===== src/hdl/csvt_pkg.sv =====
`timescale 1ns / 1ps

package csvt_pkg;

  localparam int unsigned ColW    = 10;
  localparam int unsigned MaxRes  = 2;  // at most two results per input beat
  localparam int unsigned CntW    = $clog2(MaxRes + 1);
  localparam int unsigned IdxW    = $clog2(MaxRes);

  localparam logic [ColW-1:0] ColMax = '1;

  localparam logic [7:0] ChComma = 8'h2C;
  localparam logic [7:0] ChQuote = 8'h22;
  localparam logic [7:0] ChNl    = 8'h0A;

  typedef enum logic [1:0] {
    REQ_BYTE = 2'd0,
    REQ_EOL  = 2'd1,
    REQ_EOI  = 2'd2
  } req_e;

  typedef enum logic [1:0] {
    KIND_CELL  = 2'd0,
    KIND_FIELD = 2'd1,
    KIND_ROW   = 2'd2
  } kind_e;

  typedef struct packed {
    logic            in_quotes;
    logic            quote_pending;
    logic            newline_pending;
    logic            line_has_bytes;
    logic            ended_on_sep;
    logic [ColW-1:0] col;
  } state_t;

  typedef struct packed {
    kind_e           kind;
    logic [7:0]      ch;
    logic [ColW-1:0] col;
  } res_t;

  typedef struct packed {
    res_t [MaxRes-1:0] res;
    logic [CntW-1:0]   cnt;
    state_t            nxt;
  } step_t;

  function automatic res_t make_res(kind_e k, logic [7:0] c, logic [ColW-1:0] col);
    res_t r;
    r.kind = k;
    r.ch   = c;
    r.col  = col;
    return r;
  endfunction

  function automatic logic [ColW-1:0] col_inc(logic [ColW-1:0] col);
    return (col == ColMax) ? col : col + 1'b1;
  endfunction

endpackage


===== src/hdl/csv_field_tokenizer_top.sv =====
`timescale 1ns / 1ps

// Latency: first result of a beat shows on the outputs the cycle after acceptance.
// Throughput: one input beat per cycle while each beat yields at most one result and the
//   receiver does not stall; a beat with two results stalls the input until one has drained.
// Reset: rst_ni is asynchronous, active low; it clears parser state and the result buffer.
module csv_field_tokenizer_top import csvt_pkg::*; (
  input  logic       clk_i,
  input  logic       rst_ni,
  // input channel
  input  logic       in_valid_i,
  output logic       in_stall_o,
  input  logic [1:0] req_type_i,
  input  logic [7:0] ch_i,
  // result channel
  output logic       out_valid_o,
  input  logic       out_stall_i,
  output logic [1:0] out_kind_o,
  output logic [7:0] out_char_o,
  output logic [9:0] column_index_o,
  output logic       last_of_run_o
);

  // Parser flags and the running column live here; all per-beat decisions are
  // made by csvt_step in the same cycle the beat is accepted.
  state_t state_q, state_d;
  step_t  step;

  // Result buffer: holds the whole run of one beat, drained one per cycle while out_stall_i is low.
  res_t [MaxRes-1:0] res_q, res_d;
  logic [CntW-1:0]   cnt_q, cnt_d;   // results still to deliver
  logic [IdxW-1:0]   rd_q, rd_d;     // slot shown on the outputs

  logic in_fire, out_fire;

  csvt_step u_step (
    .req_i   (req_type_i),
    .ch_i    (ch_i),
    .state_i (state_q),
    .step_o  (step)
  );

  assign out_valid_o = (cnt_q != '0);
  assign out_fire    = out_valid_o && !out_stall_i;

  // Take a new beat when the buffer is empty or its last result leaves now.
  assign in_stall_o = (cnt_q > CntW'(1)) || ((cnt_q == CntW'(1)) && out_stall_i);
  assign in_fire    = in_valid_i && !in_stall_o;

  always_comb begin
    state_d = state_q;
    res_d   = res_q;
    cnt_d   = cnt_q;
    rd_d    = rd_q;
    if (out_fire) begin
      cnt_d = cnt_q - 1'b1;
      rd_d  = rd_q + 1'b1;
    end
    if (in_fire) begin
      state_d = step.nxt;
      res_d   = step.res;
      cnt_d   = step.cnt;
      rd_d    = '0;
    end
  end

  always_ff @(posedge clk_i or negedge rst_ni) begin
    if (!rst_ni) begin
      state_q <= '0;
      cnt_q   <= '0;
      rd_q    <= '0;
    end else begin
      state_q <= state_d;
      cnt_q   <= cnt_d;
      rd_q    <= rd_d;
    end
  end

  // payload: no reset needed
  always_ff @(posedge clk_i) begin
    res_q <= res_d;
  end

  assign out_kind_o     = res_q[rd_q].kind;
  assign out_char_o     = res_q[rd_q].ch;
  assign column_index_o = res_q[rd_q].col;
  assign last_of_run_o  = (cnt_q == CntW'(1));

endmodule


===== src/hdl/csvt_step.sv =====
`timescale 1ns / 1ps

// Next state and result list for one input beat.
module csvt_step import csvt_pkg::*; (
  input  logic [1:0] req_i,
  input  logic [7:0] ch_i,
  input  state_t     state_i,
  output step_t      step_o
);

  logic   is_byte, is_eol, is_eoi;
  logic   done;
  state_t s;
  res_t [MaxRes-1:0] res;
  logic [CntW-1:0]   n;

  always_comb begin
    is_byte = 1'b0;
    is_eol  = 1'b0;
    is_eoi  = 1'b0;
    case (req_e'(req_i))
      REQ_BYTE: is_byte = 1'b1;
      REQ_EOL:  is_eol  = 1'b1;
      REQ_EOI:  is_eoi  = 1'b1;
      default:  ;  // unused code: no results, state kept
    endcase
  end

  always_comb begin
    s    = state_i;
    res  = '0;
    n    = '0;
    done = 1'b0;

    if (is_byte) begin
      // owed newline from a line end inside quotes
      if (!s.line_has_bytes && s.newline_pending) begin
        res[n[IdxW-1:0]] = make_res(KIND_CELL, ChNl, s.col);
        n = n + 1'b1;
        s.newline_pending = 1'b0;
      end
      s.line_has_bytes = 1'b1;
      if (s.quote_pending) begin
        s.quote_pending = 1'b0;
        if (ch_i == ChQuote) begin
          res[n[IdxW-1:0]] = make_res(KIND_CELL, ChQuote, s.col);
          n = n + 1'b1;
          s.ended_on_sep = 1'b0;
          done = 1'b1;
        end else begin
          s.in_quotes = !s.in_quotes;
        end
      end
      if (!done) begin
        if (ch_i == ChQuote) begin
          s.quote_pending = 1'b1;
          s.ended_on_sep  = 1'b0;
        end else if (ch_i == ChComma && !s.in_quotes) begin
          res[n[IdxW-1:0]] = make_res(KIND_FIELD, 8'h00, s.col);
          n = n + 1'b1;
          s.col = col_inc(s.col);
          s.ended_on_sep = 1'b1;
        end else begin
          res[n[IdxW-1:0]] = make_res(KIND_CELL, ch_i, s.col);
          n = n + 1'b1;
          s.ended_on_sep = 1'b0;
        end
      end
    end

    // line end, also applied first by end of input mid-line
    if (is_eol || (is_eoi && (s.line_has_bytes || s.quote_pending))) begin
      if (s.quote_pending) begin
        s.quote_pending = 1'b0;
        s.in_quotes = !s.in_quotes;
      end
      if (s.in_quotes) begin
        if (s.line_has_bytes) s.newline_pending = 1'b1;
      end else begin
        if (s.line_has_bytes && !s.ended_on_sep) begin
          res[n[IdxW-1:0]] = make_res(KIND_FIELD, 8'h00, s.col);
          n = n + 1'b1;
          s.col = col_inc(s.col);
        end
        res[n[IdxW-1:0]] = make_res(KIND_ROW, 8'h00, s.col);
        n = n + 1'b1;
        s.col = '0;
        s.newline_pending = 1'b0;
      end
      s.line_has_bytes = 1'b0;
      s.ended_on_sep   = 1'b0;
    end

    if (is_eoi) begin
      if (s.in_quotes) begin
        if (s.newline_pending) begin
          res[n[IdxW-1:0]] = make_res(KIND_FIELD, 8'h00, s.col);
          n = n + 1'b1;
          s.col = col_inc(s.col);
        end
        res[n[IdxW-1:0]] = make_res(KIND_ROW, 8'h00, s.col);
        n = n + 1'b1;
      end
      s = '0;
    end

    step_o.res = res;
    step_o.cnt = n;
    step_o.nxt = s;
  end

endmodule


===== config.mk =====
export PLATFORM = sky130hd
export DESIGN_NAME = csv_field_tokenizer_top
export DESIGN_NICKNAME = d
export VERILOG_FILES = /design/src/hdl/csvt_pkg.sv /design/src/hdl/csv_field_tokenizer_top.sv /design/src/hdl/csvt_step.sv
export SDC_FILE = /design/constraint.sdc
export NUM_CORES = 1
export LEC_CHECK = 0
export BUFFER_PORTS_ARGS = -buffer_cell sky130_fd_sc_hd__buf_2
export CAP_MARGIN = 5
export CORE_UTILIZATION = 35
export DETAILED_ROUTE_END_ITERATION = 7
export GPL_TIMING_DRIVEN = 0
export SYNTH_ARGS = -nofsm -noshare
export SYNTH_HDL_FRONTEND = slang
export SYNTH_SLANG_ARGS = --single-unit

===== constraint.sdc =====
create_clock -name clk_i -period 9.9 [get_ports clk_i]
set_clock_uncertainty 0.15 [all_clocks]
set_input_delay 1.98 -clock clk_i [delete_from_list [all_inputs] [get_ports clk_i]]
set_output_delay 1.98 -clock clk_i [all_outputs]
set_load 0.02 [all_outputs]

==> impl_metrics.tcl <==
set metrics [dict create \
    wirelength_um 10900 \
    port_buffers 34 \
    cts.htree.levels 3 \
    slew_viol_final 0 \
    synthSimpleGateAreaFrac_pct 21.4 \
    hold_path_class "reg2reg" \
    post-route-min-period_ns 5.33 \
    grt_start_max_net_pins 33 \
    die_h_um 111 \
    min_period_over_period_pct 53.8 \
    die_area_mm2 0.0122 \
    critPathArrivalTime_ns 5.24 \
    p_leak_nw 1.83 \
    avgSynthCellArea_um2 9.32 \
    ioPinCount 37 \
    synth_fa_ha_area_share_pct 2.73 \
    drive_gt1_share_pct 19.0 \
    grt_pass1_wl_um 18000 \
    powerDensity_mw_per_mm2 215 \
    cts_inserted_buffers 9 \
    ys_seq_area_share_pct 40.0 \
    coreArea_mm2 0.0115 \
    gp_congestion 0.947 \
    wl_per_cell_um 17.1 \
    layout.nets 512 \
    grt_pass1_vias 3501 \
    ant_nets 0 \
    antenna_cells 0 \
    vias 3643 \
    root_buffer "clkbuf_16" \
    status "finished clean" \
    dp_hpwl_um 8210 \
    clockBufferDepth 2 \
    drt-vias-per-instance 5.72 \
    grtUsageTotal_pct 18.7 \
    clock_sinks 58 \
    synth_ff_type "edfxtp_1" \
    cts_resized 0 \
    cts_tree "yes" \
    synth_top_family_by_area "simple AND/OR/NAND/NOR gates" \
    clkTransAtPathRegs_ns 0.05 \
    power_mw 1.04 \
    synth-edff-count 40 \
    rsz0062_at_grt "no" \
    crit_required_ns 9.81 \
    crit_type "in2reg" \
    synth-seq-cells 58 \
    post-place-ws_ns 4.33 \
    ys_types 65 \
    antenna_found_initial 0 \
    clock_latency_ns 0.34 \
    synth.top_cells.by_count "54 x nand2_1, 40 x edfxtp_1, 29 x o21ai_0, 25 x nor2_1, 22 x mux2_2" \
    drv_cap 0 \
    path_max_fanout 9 \
    irDropWorstVdd_uv 132 \
    setup_slack_ns 4.57 \
    synthMuxAreaShare_pct 8.66 \
    yosysWarnings 0 \
    num-fill-cells 1118 \
    drtIter0Drc 266 \
    drc 0 \
    synth.net_count 466 \
    synth_compound_area_share_pct 19.4 \
    setup_viol 0 \
    synth_cells 443 \
    die_x_um 111 \
    end_kind "register" \
    tightest_slew_ns 0.923 \
    post-cts-setup-buffers 0 \
    rows 39 \
    overflow 0 \
    start_util_pct 36.0 \
    hold_viol 0 \
    async_flop_share_pct 31.0 \
    maxClockFrequency_mhz 188 \
    synth_xor_area_share_pct 3.57 \
    netlist_area_mm2 0.00413 \
    yosysTopAreaCell "edfxtp_1" \
    syn_to_final_growth_pct 16.7 \
    firstDrtPassIters 5 \
    slew_headroom_pct 38.2 \
    synth.most_common_cell "nand2_1" \
    startpoint_type "input port" \
    yosysTopAreaCellShare_pct 29.1 \
    synth.area.top_cells "edfxtp_1 29%, dfrtp_1 11%, mux2_2 6.0%" \
    fin_tns_setup_ns 0 \
    postCtsHoldBufs 0 \
]
-- kinds of logic after synthesis --
logic type | after synthesis
and+or+nand+nor | 165
DFF | 58
AOI/OAI and AO/OA | 122
adders and majority gates | 9
muxes | 33
xor gates and xnor gates | 16
buffers and inverters | 40
-- power breakdown --
part	total [mW]	internal, mW	switching, mW
Clock	0.332	0.219	0.113
Combinational	0.359	0.129	0.230
Sequential	0.346	0.323	0.0229
Total	1.04	0.672	0.366
-- worst paths after layout --
check | slack (ns) | from | cells after the start | to
max in group asynchronous | 7.81 | rst_ni | 1 | state_q[2]
worst min-delay path | 0.37 | state_q[10] | 2 | state_q[10]
min in group asynchronous | 1.45 | rst_ni | 1 | cnt_q[0]
worst max register to register | 5.59 | state_q[1] | 11 | res_q[21]
worst max-delay path | 4.57 | req_type_i[1] | 12 | res_q[21]
worst min register to register | 0.37 | state_q[10] | 2 | state_q[10]
-- metal layers --
metal  GRT usage, %  vias up  wire length [um]
met1           25.4     1759              5220
met4           9.07        0               216
li1               -     1763                 -
met5              0        -                 0
met2           28.8      107              4960
met3           2.91       14               513
-- registers in the layout, indices dropped and copies added (netlist names) --
signal	flops
state_q	15
cnt_q	2
rd_q	1
res_q	40
-- worst max-delay path, stage by stage --
cell      delay (ns)
buf_2           0.17
nor2_1          0.35
and3_1          0.21
nand4_1         0.16
nor2_1          0.44
mux2i_1         0.39
inv_1           0.12
ha_1            0.25
and3_1          0.20
a21oi_1         0.46
mux2i_1         0.33
o221ai_1        0.17
-- through the flow --
stage	hold slack, ns	std cells	area, um^2	utilization [%]
finish	0.368	637	4820	42.0
global route	0.423	637	4820	42.0
CTS	0.376	637	4820	42.0
detailed placement	0.364	621	4500	39.2
global placement	0.353	620	4480	39.1
floorplan	0.301	443	4130	-
-- placed cells by master (no fill, tap or decap), types with 10 or more instances in the layout --
master,n
nand2_1,54
buf_2,40
edfxtp_1,40
o21ai_0,29
nor2_1,25
mux2_2,22
a21oi_1,21
dfrtp_1,18
clkbuf_1,16
inv_1,14
and2_1,13
nand3_1,12
nor3_1,12
mux2i_1,11
o211ai_1,11
xnor2_1,11
and3_1,10
-- layout make-up --
type                    count  area [um^2]  area share, %
repair buffers             35          190           3.95
inverters                  15         56.3           1.17
plain buffers              25          118           2.44
well taps                 143          179           3.71
clock buffers               9          225           4.67
flip-flops and latches     58         1650           34.3
clock inverters             7         93.8           1.95
multi-input cells         345         2310           47.8
No activity file was read; power rests on OpenSTA's default activity.
